## config.mk

```make
export PLATFORM = sky130hd
export DESIGN_NAME = fraction_arith_reduce_top
export DESIGN_NICKNAME = d
export VERILOG_FILES = /design/src/design/far_pkg.sv /design/src/design/far_datapath.sv /design/src/design/far_ctrl.sv /design/src/design/fraction_arith_reduce_top.sv
export SDC_FILE = /design/constraint.sdc
export NUM_CORES = 2
export LEC_CHECK = 0
export BUFFER_PORTS_ARGS = -buffer_cell sky130_fd_sc_hd__buf_2
export CAP_MARGIN = 5
export CORE_UTILIZATION = 65
export CTS_CLUSTER_SIZE = 14
export DETAILED_ROUTE_END_ITERATION = 6
export GPL_ROUTABILITY_DRIVEN = 0
export MAX_ROUTING_LAYER = met4
export PLACE_DENSITY = 0.82
export SETUP_SLACK_MARGIN = 0.05
export SYNTH_ARGS = -nofsm -noshare
export SYNTH_HDL_FRONTEND = slang
export SYNTH_SLANG_ARGS = --single-unit
```

## constraint.sdc

```tcl
create_clock -name clk_i -period 32 [get_ports clk_i]
set_input_delay 6.4 -clock clk_i [delete_from_list [all_inputs] [get_ports clk_i]]
set_output_delay 6.4 -clock clk_i [all_outputs]
set_load 0.005 [all_outputs]
```

## src/design/far_pkg.sv

```systemverilog
// Shared types and constants for the fraction arithmetic reducer.
// No dependencies; used by the controller, datapath and top level.
package far_pkg;

  localparam int unsigned OperandBits = 16;
  localparam int unsigned MagBits     = OperandBits + 1;      // |x| up to 2^(N-1)
  localparam int unsigned ProdBits    = 2 * MagBits;          // product magnitude
  localparam int unsigned WideBits    = ProdBits + 1;         // sum of two products
  localparam int unsigned CntBits     = $clog2(WideBits + 1);
  localparam int unsigned NumOutBits  = 33;
  localparam int unsigned DenOutBits  = 31;

  localparam logic [2:0] OpAdd = 3'd0;
  localparam logic [2:0] OpSub = 3'd1;
  localparam logic [2:0] OpMul = 3'd2;
  localparam logic [2:0] OpDiv = 3'd3;

  // Controller to datapath commands.
  typedef struct packed {
    logic load;      // capture operands
    logic mul_lo;    // first product pair
    logic mul_hi;    // second product pair / combine
    logic gcd_init;  // set up Euclid remainder loop
    logic gcd_step;  // one bit of the running remainder division
    logic gcd_next;  // swap after a remainder is done
    logic div_init;  // start divisions by the GCD
    logic div_step;  // one bit of both quotients
    logic finish;    // form result fields
  } far_cmd_t;

  // Datapath to controller status.
  typedef struct packed {
    logic err;
    logic num_zero;
    logic b_zero;     // divisor of the Euclid loop is zero
    logic cnt_done;   // bit counter exhausted
  } far_sts_t;

endpackage

```

## src/design/far_datapath.sv

```systemverilog
// Datapath: operand registers, sequential products, Euclid GCD by a
// restoring bit-serial remainder and two bit-serial quotients. Uses far_pkg.
module far_datapath
  import far_pkg::*;
(
  input  logic                         clk_i,
  input  far_cmd_t                     cmd_i,
  output far_sts_t                     sts_o,
  input  logic [2:0]                   op_i,
  input  logic [OperandBits-1:0]       num_a_i,
  input  logic [OperandBits-1:0]       den_a_i,
  input  logic [OperandBits-1:0]       num_b_i,
  input  logic [OperandBits-1:0]       den_b_i,
  output logic [NumOutBits-1:0]        num_out_o,
  output logic [DenOutBits-1:0]        den_out_o,
  output logic                         whole_o,
  output logic                         zero_den_o
);

  logic [2:0]          op_q;
  logic [MagBits-1:0]  na_q, da_q, nb_q, db_q;
  logic                nan_q, dan_q, nbn_q, dbn_q;
  logic [ProdBits-1:0] p1_q, p2_q;
  logic                p1n_q, p2n_q;
  logic [WideBits-1:0] num_q, den_q;
  logic                numn_q, denn_q, err_q;
  logic [WideBits-1:0] ga_q, gb_q, rem_q, sh_q;
  logic [WideBits-1:0] qn_q, qd_q, rn_q, rd_q;
  logic [CntBits-1:0]  cnt_q;
  logic [NumOutBits-1:0] nout_q;
  logic [DenOutBits-1:0] dout_q;
  logic                whole_q, zd_q;

  function automatic logic [MagBits:0] to_sm(input logic [OperandBits-1:0] x);
    logic [MagBits-1:0] m;
    m = x[OperandBits-1] ? MagBits'(-{1'b1, x}) : MagBits'(x);
    return {x[OperandBits-1], m};
  endfunction

  logic [MagBits:0] sna, sda, snb, sdb;
  assign sna = to_sm(num_a_i);
  assign sda = to_sm(den_a_i);
  assign snb = to_sm(num_b_i);
  assign sdb = to_sm(den_b_i);

  logic is_arith, is_add;
  assign is_arith = (op_q == OpAdd) || (op_q == OpSub) || (op_q == OpMul) || (op_q == OpDiv);
  assign is_add   = (op_q == OpAdd) || (op_q == OpSub);

  // Product operand selection per phase.
  logic [MagBits-1:0] m1a, m1b;
  logic               m1s;
  always_comb begin
    if (cmd_i.mul_lo) begin
      m1a = na_q;
      m1b = (op_q == OpMul) ? nb_q : db_q;
      m1s = nan_q ^ ((op_q == OpMul) ? nbn_q : dbn_q);
    end else begin
      m1a = da_q;
      m1b = is_add ? db_q : ((op_q == OpMul) ? db_q : nb_q);
      m1s = dan_q ^ ((op_q == OpDiv) ? nbn_q : dbn_q);
    end
  end
  logic [ProdBits-1:0] m1p;
  assign m1p = ProdBits'(m1a) * ProdBits'(m1b);
  // Second product of add/sub: nb*da, sign flipped for subtract.
  logic [ProdBits-1:0] m2p;
  assign m2p = ProdBits'(nb_q) * ProdBits'(da_q);

  // Combine num: p1 (na*db) with p2 (nb*da) for add/sub.
  logic [WideBits-1:0] sum_m;
  logic                sum_n;
  always_comb begin
    if (p1n_q == p2n_q) begin
      sum_m = WideBits'(p1_q) + WideBits'(p2_q);
      sum_n = p1n_q;
    end else if (p1_q >= p2_q) begin
      sum_m = WideBits'(p1_q - p2_q);
      sum_n = p1n_q;
    end else begin
      sum_m = WideBits'(p2_q - p1_q);
      sum_n = p2n_q;
    end
  end

  logic [WideBits:0] trial;
  assign trial = {sh_q, rem_q[WideBits-1]} - {1'b0, gb_q};
  logic [WideBits:0] trn, trd;
  assign trn = {rn_q, qn_q[WideBits-1]} - {1'b0, ga_q};
  assign trd = {rd_q, qd_q[WideBits-1]} - {1'b0, ga_q};

  always_ff @(posedge clk_i) begin
    if (cmd_i.load) begin
      op_q <= op_i;
      {nan_q, na_q} <= sna;
      {dan_q, da_q} <= sda;
      {nbn_q, nb_q} <= snb;
      {dbn_q, db_q} <= sdb;
    end
    if (cmd_i.mul_lo) begin
      p1_q  <= m1p;
      p1n_q <= m1s;
      p2_q  <= m2p;
      p2n_q <= (op_q == OpSub) ? ~(nbn_q ^ dan_q) : (nbn_q ^ dan_q);
    end
    if (cmd_i.mul_hi) begin
      if (!is_arith) begin
        num_q  <= WideBits'(na_q);  numn_q <= nan_q;
        den_q  <= WideBits'(da_q);  denn_q <= dan_q;
        err_q  <= (da_q == '0);
      end else begin
        if (is_add) begin
          num_q <= sum_m; numn_q <= sum_n;
        end else begin
          num_q <= WideBits'(p1_q); numn_q <= p1n_q;
        end
        den_q  <= WideBits'(m1p);
        denn_q <= m1s;
        err_q  <= (da_q == '0) || (db_q == '0) || (m1p == '0);
      end
    end
    if (cmd_i.gcd_init) begin
      ga_q  <= num_q;
      gb_q  <= den_q;
      rem_q <= num_q;
      sh_q  <= '0;
      cnt_q <= CntBits'(WideBits);
    end
    if (cmd_i.gcd_step) begin
      rem_q <= {rem_q[WideBits-2:0], 1'b0};
      sh_q  <= trial[WideBits] ? WideBits'({sh_q, rem_q[WideBits-1]})
                               : trial[WideBits-1:0];
      cnt_q <= cnt_q - 1'b1;
    end
    if (cmd_i.gcd_next) begin
      ga_q  <= gb_q;
      gb_q  <= sh_q;
      rem_q <= gb_q;
      sh_q  <= '0;
      cnt_q <= CntBits'(WideBits);
    end
    if (cmd_i.div_init) begin
      qn_q  <= num_q;
      qd_q  <= den_q;
      rn_q  <= '0;
      rd_q  <= '0;
      cnt_q <= CntBits'(WideBits);
    end
    if (cmd_i.div_step) begin
      qn_q  <= {qn_q[WideBits-2:0], ~trn[WideBits]};
      qd_q  <= {qd_q[WideBits-2:0], ~trd[WideBits]};
      rn_q  <= trn[WideBits] ? WideBits'({rn_q, qn_q[WideBits-1]}) : trn[WideBits-1:0];
      rd_q  <= trd[WideBits] ? WideBits'({rd_q, qd_q[WideBits-1]}) : trd[WideBits-1:0];
      cnt_q <= cnt_q - 1'b1;
    end
    if (cmd_i.finish) begin
      if (err_q) begin
        nout_q <= '0; dout_q <= '0; whole_q <= 1'b0; zd_q <= 1'b1;
      end else if (num_q == '0) begin
        nout_q <= '0; dout_q <= DenOutBits'(1); whole_q <= 1'b1; zd_q <= 1'b0;
      end else begin
        nout_q  <= (numn_q != denn_q) ? NumOutBits'(-qn_q) : NumOutBits'(qn_q);
        dout_q  <= DenOutBits'(qd_q);
        whole_q <= (qd_q == WideBits'(1));
        zd_q    <= 1'b0;
      end
    end
  end

  assign sts_o.err      = err_q;
  assign sts_o.num_zero = (num_q == '0);
  assign sts_o.b_zero   = (gb_q == '0);
  assign sts_o.cnt_done = (cnt_q == CntBits'(1));

  assign num_out_o  = nout_q;
  assign den_out_o  = dout_q;
  assign whole_o    = whole_q;
  assign zero_den_o = zd_q;

endmodule

```

## src/design/far_ctrl.sv

```systemverilog
// Controller state machine sequencing the fraction datapath.
// Uses far_pkg for command and status types.
module far_ctrl
  import far_pkg::*;
(
  input  logic     clk_i,
  input  logic     rst_ni,
  input  logic     in_valid_i,
  output logic     in_ready_o,
  output logic     out_valid_o,
  input  logic     out_ready_i,
  output far_cmd_t cmd_o,
  input  far_sts_t sts_i
);

  localparam logic [2:0] StIdle = 3'd0;
  localparam logic [2:0] StMul  = 3'd1;
  localparam logic [2:0] StComb = 3'd2;
  localparam logic [2:0] StChk  = 3'd3;
  localparam logic [2:0] StGcd  = 3'd4;
  localparam logic [2:0] StDiv  = 3'd5;
  localparam logic [2:0] StFin  = 3'd6;
  localparam logic [2:0] StOut  = 3'd7;

  logic [2:0] state_q, state_d;
  logic       ovalid_q, ovalid_d;

  // A new beat is taken while the controller is idle and the output register is free or draining.
  assign in_ready_o  = (state_q == StIdle) && (!ovalid_q || out_ready_i);
  assign out_valid_o = ovalid_q;

  always_comb begin
    state_d  = state_q;
    ovalid_d = ovalid_q;
    cmd_o    = '0;
    if (ovalid_q && out_ready_i) ovalid_d = 1'b0;
    unique case (state_q)
      StIdle: begin
        if (in_valid_i && in_ready_o) begin
          cmd_o.load = 1'b1;
          state_d    = StMul;
        end
      end
      StMul: begin
        cmd_o.mul_lo = 1'b1;
        state_d      = StComb;
      end
      StComb: begin
        cmd_o.mul_hi = 1'b1;
        state_d      = StChk;
      end
      StChk: begin
        if (sts_i.err || sts_i.num_zero) begin
          state_d = StFin;
        end else begin
          cmd_o.gcd_init = 1'b1;
          state_d        = StGcd;
        end
      end
      StGcd: begin
        if (sts_i.b_zero) begin
          cmd_o.div_init = 1'b1;
          state_d        = StDiv;
        end else if (sts_i.cnt_done) begin
          cmd_o.gcd_step = 1'b1;
          state_d        = StOut;  // swap next cycle
        end else begin
          cmd_o.gcd_step = 1'b1;
        end
      end
      StOut: begin
        cmd_o.gcd_next = 1'b1;
        state_d        = StGcd;
      end
      StDiv: begin
        cmd_o.div_step = 1'b1;
        if (sts_i.cnt_done) state_d = StFin;
      end
      StFin: begin
        if (!ovalid_q) begin
          cmd_o.finish = 1'b1;
          ovalid_d     = 1'b1;
          state_d      = StIdle;
        end
      end
      default: state_d = StIdle;
    endcase
  end

  always_ff @(posedge clk_i or negedge rst_ni) begin
    if (!rst_ni) begin
      state_q  <= StIdle;
      ovalid_q <= 1'b0;
    end else begin
      state_q  <= state_d;
      ovalid_q <= ovalid_d;
    end
  end

endmodule

```

## src/design/fraction_arith_reduce_top.sv

```systemverilog
// Fraction arithmetic with GCD reduction, one beat in and one beat out.
// Steps: operand load, products and combine, a check, the Euclid remainder loop,
// then the two quotients and the result; the next beat is taken when the previous
// result is done. Rate is set by the bit-serial remainder and quotient unit.
// Reset (rst_ni low, asynchronous) empties the controller and output valid.
// Uses far_pkg, far_ctrl and far_datapath.
module fraction_arith_reduce_top
  import far_pkg::*;
(
  input  logic        clk_i,
  input  logic        rst_ni,
  input  logic        s_axis_tvalid,
  output logic        s_axis_tready,
  // op[2:0], num_a[18:3], den_a[34:19], num_b[50:35], den_b[66:51]
  input  logic [71:0] s_axis_tdata,
  output logic        m_axis_tvalid,
  input  logic        m_axis_tready,
  // num_out[32:0], den_out[63:33]
  output logic [63:0] m_axis_tdata,
  // whole_number[0], zero_denominator[1]
  output logic [1:0]  m_axis_tuser
);

  far_cmd_t cmd;
  far_sts_t sts;
  logic [NumOutBits-1:0] num_out;
  logic [DenOutBits-1:0] den_out;

  far_ctrl u_ctrl (
    .clk_i       (clk_i),
    .rst_ni      (rst_ni),
    .in_valid_i  (s_axis_tvalid),
    .in_ready_o  (s_axis_tready),
    .out_valid_o (m_axis_tvalid),
    .out_ready_i (m_axis_tready),
    .cmd_o       (cmd),
    .sts_i       (sts)
  );

  far_datapath u_dp (
    .clk_i      (clk_i),
    .cmd_i      (cmd),
    .sts_o      (sts),
    .op_i       (s_axis_tdata[2:0]),
    .num_a_i    (s_axis_tdata[18:3]),
    .den_a_i    (s_axis_tdata[34:19]),
    .num_b_i    (s_axis_tdata[50:35]),
    .den_b_i    (s_axis_tdata[66:51]),
    .num_out_o  (num_out),
    .den_out_o  (den_out),
    .whole_o    (m_axis_tuser[0]),
    .zero_den_o (m_axis_tuser[1])
  );

  assign m_axis_tdata = {den_out, num_out};

endmodule

```

* After elaboration in Yosys (flattened, before gate mapping)
Cells that the tools add are included.
Widths: inputs -> output; s select.
** Storage, ports and cells
- Bits in registers :: 574
- Output and inout port bits :: 68
- Logic and storage cells :: 181
** Cells by class
- $add $sub $neg :: 12
- Multipliers :: 2
- Order comparisons :: 1
- Equal/unequal tests :: 18
- Muxes and demuxes :: 75
- Bitwise gates (word level) :: 6
- Reductions and logical operators :: 26
** Operators by type and width (count)
- $mux 35 :: 20
- $mux 17 :: 7
- $sub 36x35->36 :: 3
- $logic_not 35->1 :: 2
- $sub 34x34->35 :: 2
- $mul 17x17->34 :: 2
- $neg 17->17 :: 4
- $mux 15 :: 4
- $add 34x34->35 :: 1
- $eq 35x1->1 const B :: 1
- $ge 34x34->1 :: 1
- $logic_not 17->1 :: 2
- $logic_not 34->1 :: 1
- $mux 34 :: 1
- $mux 33 :: 1
- $neg 33->33 :: 1
- $mux 1 :: 30
- $mux 6 :: 5
- $pmux 3 s8 :: 1
- $mux 3 :: 5
- $eq 3x2->1 const B :: 4
- $eq 3x3->1 const B :: 4
- $logic_or 1x1->1 :: 7
- $eq 3x1->1 const B :: 2
- 18 further kinds :: 29

* Logic depth before layout (Yosys ltp)
- Depth after elaboration :: 9
- Gate-level depth with buffers :: 31

* Hierarchy
Synthesis repeated with hierarchy kept, for this count alone.
** Unflattened totals
- Cell total of the unflattened synthesis :: 5735
- Area total of the unflattened synthesis :: 54347.1 sq um
** Modules (own cells, without submodules)
- far_datapath :: instances 1, cells an instance 5699, area each 54038.1 sq um
- far_ctrl :: instances 1, cells an instance 36, area each 309.0 sq um

* Least setup slack after synthesis
OpenSTA, ideal clock, no wires.
- Path kind :: input to output
- Start :: input m_axis_tready
- End :: output s_axis_tready
- Arrival time :: 6560 ps
- Data required time :: 25600 ps
- Setup slack :: 19040 ps
- Stages :: 2
- Path buffers :: 0
- Cell sequence :: nor2_1 -> nor2_1
** Between the ends
- Cells in the longest elaborated chain, start to end :: 2
** Ends and longest elaborated chain
- start: declaration :: line fraction_arith_reduce_top.sv:17 : input logic m_axis_tready,
- $logic_or 1x1->1 :: line far_ctrl.sv:29 : assign in_ready_o = (state_q == StIdle) && (!ovalid_q || out_ready_i);
- $logic_and 1x1->1 :: line far_ctrl.sv:29
- end: declaration :: line fraction_arith_reduce_top.sv:13 : output logic s_axis_tready,
No other way between the ends.

* Worst setup path after layout
Ends and elaborated chain as after synthesis.

==> results.yml <==
status:
  outcome: "finished, final reports clean"
layout:
  area_delta_synth_final_pct: 6.70
  drive_gt1_share_pct: 6.46
  nFillCells: 6152
  num-nets-final: 6892
setup_path:
  crit_type: "input port to primary output"
  critPathCaptureType: "primary output"
  worstReg2RegStart: "u_ctrl.state_q[0]$_DFFE_PN0P_"
  rrSetupSlack_ns: 21.81
  crit-reg2reg-capture: "u_dp.err_q$_DFFE_PP_"
  arrival_ns: 6.82
  worst_setup_path_start_kind: "input port"
  reg2reg_depth: 28
  crit_path_start: "m_axis_tready"
  cp.required_ns: 25.60
  crit_fanout: 2
global_routing:
  antenna_found_initial: 4
  grt_pass1_vias: 43763
  grt.met2_usage_pct: 56.6
  grt_pass1_wl_microns: 236000
  grt.total_usage_pct: 36.2
  grt_max_degree: 108
  grt-ovfl-total: 0
  grt_use_met1_pct: 44.2
  grt_util_met3_pct: 6.58
  top_usage_layer: "met2"
yosys:
  synth_most_common_cell: "nand2_1"
  synthArstFlopShare_pct: 0.698
  ys.warnings.count: 0
  syn_inst: 5910
  synth_cell_types: 81
  synth_area_sq_um: 54800
  yosys.area.top_type: "edfxtp_1"
  syn_area_per_cell_sq_um: 9.27
  synth_edf_count: 534
  synth_top_cells_by_area: "edfxtp_1 (29%), fa_1 (17%), ha_1 (9.8%), nand2_1 (6.3%), inv_1 (5.3%)"
  synthFlopType: "edfxtp_1"
  synth_top_area_share_pct: 29.3
  synth-seq-cells: 573
  ys_seq_area_share_pct: 30.7
  synthTopCellsByCount: "nand2_1 (920), inv_1 (780), edfxtp_1 (534)"
floorplanning:
  io-pin-count: 144
  fp.dieW_microns: 292
  die_h_microns: 292
  rows: 106
  die_area_sq_um: 85400
  start_util_pct: 65.5
  coreArea_sq_um: 83600
cts:
  cts-htree-levels: 2
  clkTransAtPathRegs_ns: 0.06
  cts_inserted_buffers: 59
  root_buffer: "clkbuf_16"
  cts_tree: "yes"
  cts_buffer_depth: 3
  clock_sinks: 573
  clk_latency_ns: 0.66
  post_cts_buffers: 0
  hold_buffers: 0
  cts_resized: 0
routing:
  via_count: 44539
  drtAntennaViolNets: 0
  finalWirelength_microns: 150000
  drt-initial-drc-count: 4476
  route.detailed.drc: 0
  drtPass1Iterations: 6
  wl_per_cell_microns: 21.3
  routed_via_density: 6.31
min_path:
  holdPathStages: 2
  hold_path_class: "flip-flop to flip-flop"
  hold-path-endpoint: "u_dp.sh_q[17]$_SDFFE_PP0P_"
  hold_start: "u_dp.sh_q[17]$_SDFFE_PP0P_"
sta:
  setup-tns-final_ns: 0
  finalSetupViolCount: 0
  finalHoldViolCount: 0
  relSlewSlack_pct: 20.8
  tightest_slew_ns: 1.15
  fmax_mhz: 75.6
  skew_ns: 0.0500
  rsz0062_at_grt: "no"
  final.min_clock_period_ns: 13.22
  period_share_pct: 41.3
  finalMaxSlewViolations: 0
  fin_hold_ws_ns: 0.503
placed_design:
  port-buffer-count: 138
  dpl.hpwl_microns: 115000
run:
  maxCapViolations: 0
-- how the worst max path moves through the flow --
stage,end,slack [ns],cells after the start
global route,s_axis_tready,18.71,4
detailed placement,s_axis_tready,18.78,4
global placement,s_axis_tready,18.82,4
floorplan,s_axis_tready,19.04,2
CTS,s_axis_tready,18.78,4
finish,s_axis_tready,18.78,4
-- through the flow --
stage / instance area [sq um] / utilization (%) / std cells / worst slack [ns]
2_1_floorplan: 54800 / - / 5913 / 19.04
3_3_place_gp: 56500 / 67.6 / 6951 / 18.82
3_5_place_dp: 56500 / 67.6 / 6951 / 18.78
4_1_cts: 58400 / 69.9 / 7059 / 18.78
5_1_grt: 58400 / 69.9 / 7062 / 18.71
6_report: 58400 / 69.9 / 7062 / 18.78
-- state kept, by name, indices dropped and copies added, names as in the netlist, 17 cells and up, named ones only --
register	flops
u_dp.db_q	17
u_dp.da_q	17
u_dp.p2_q	34
u_dp.qn_q	35
u_dp.rd_q	35
u_dp.p1_q	34
u_dp.gb_q	35
u_dp.rn_q	35
u_dp.qd_q	35
u_dp.den_q	34
u_dp.num_out_o	33
u_dp.den_out_o	31
u_dp.num_q	35
u_dp.nb_q	17
u_dp.na_q	17
u_dp.rem_q	35
u_dp.sh_q	35
u_dp.ga_q	35
-- cells by family after synthesis --
| group | share of synthesized area, % |
|---|---|
| simple gates | 15.4 |
| mux | 3.40 |
| flops | 30.7 |
| fa+ha+maj | 26.4 |
| xor+xnor | 4.03 |
| compound gates | 12.9 |
| other cells | 0.00685 |
| buf+inv | 7.13 |
-- critical path, stage by stage --
cell and delay (ns):
buf_2 0.09, nor2_1 0.12, nor2_1 0.08, buf_2 0.13
-- layer usage --
layer  vias up  wire length [microns]  share of wire [%]
li1      20002                      -                  -
met3       631                  15900                 11
met5         -                      0                  0
met2      2572                  68500                 46
met1     21334                  55700                 37
met4         0                  10400                6.9
-- cell usage in the layout, fill, tap and decap left out, types with 132 or more instances in the layout --
master / count
o21ai_0: 268
mux2i_1: 132
ha_1: 430
and2_1: 153
inv_1: 780
xnor2_1: 171
a21oi_1: 278
fa_1: 454
edfxtp_1: 534
nor2_1: 446
buf_2: 138
nand2_1: 919
-- area by class of cell --
class,instances,area [sq um],area share [%]
well taps,1080,1350,2.31
repair buffers,207,1210,2.07
multi-input cells,4309,34200,58.5
inverters,782,2940,5.02
clock buffers,75,1550,2.65
flip-flops and latches,573,16800,28.8
diodes,3,7.51,0.0128
clock inverters,33,355,0.608
Power is left out: the tool's default activity adds up to more than one toggle a clock period on the data nets, which glitch-free logic cannot reach.
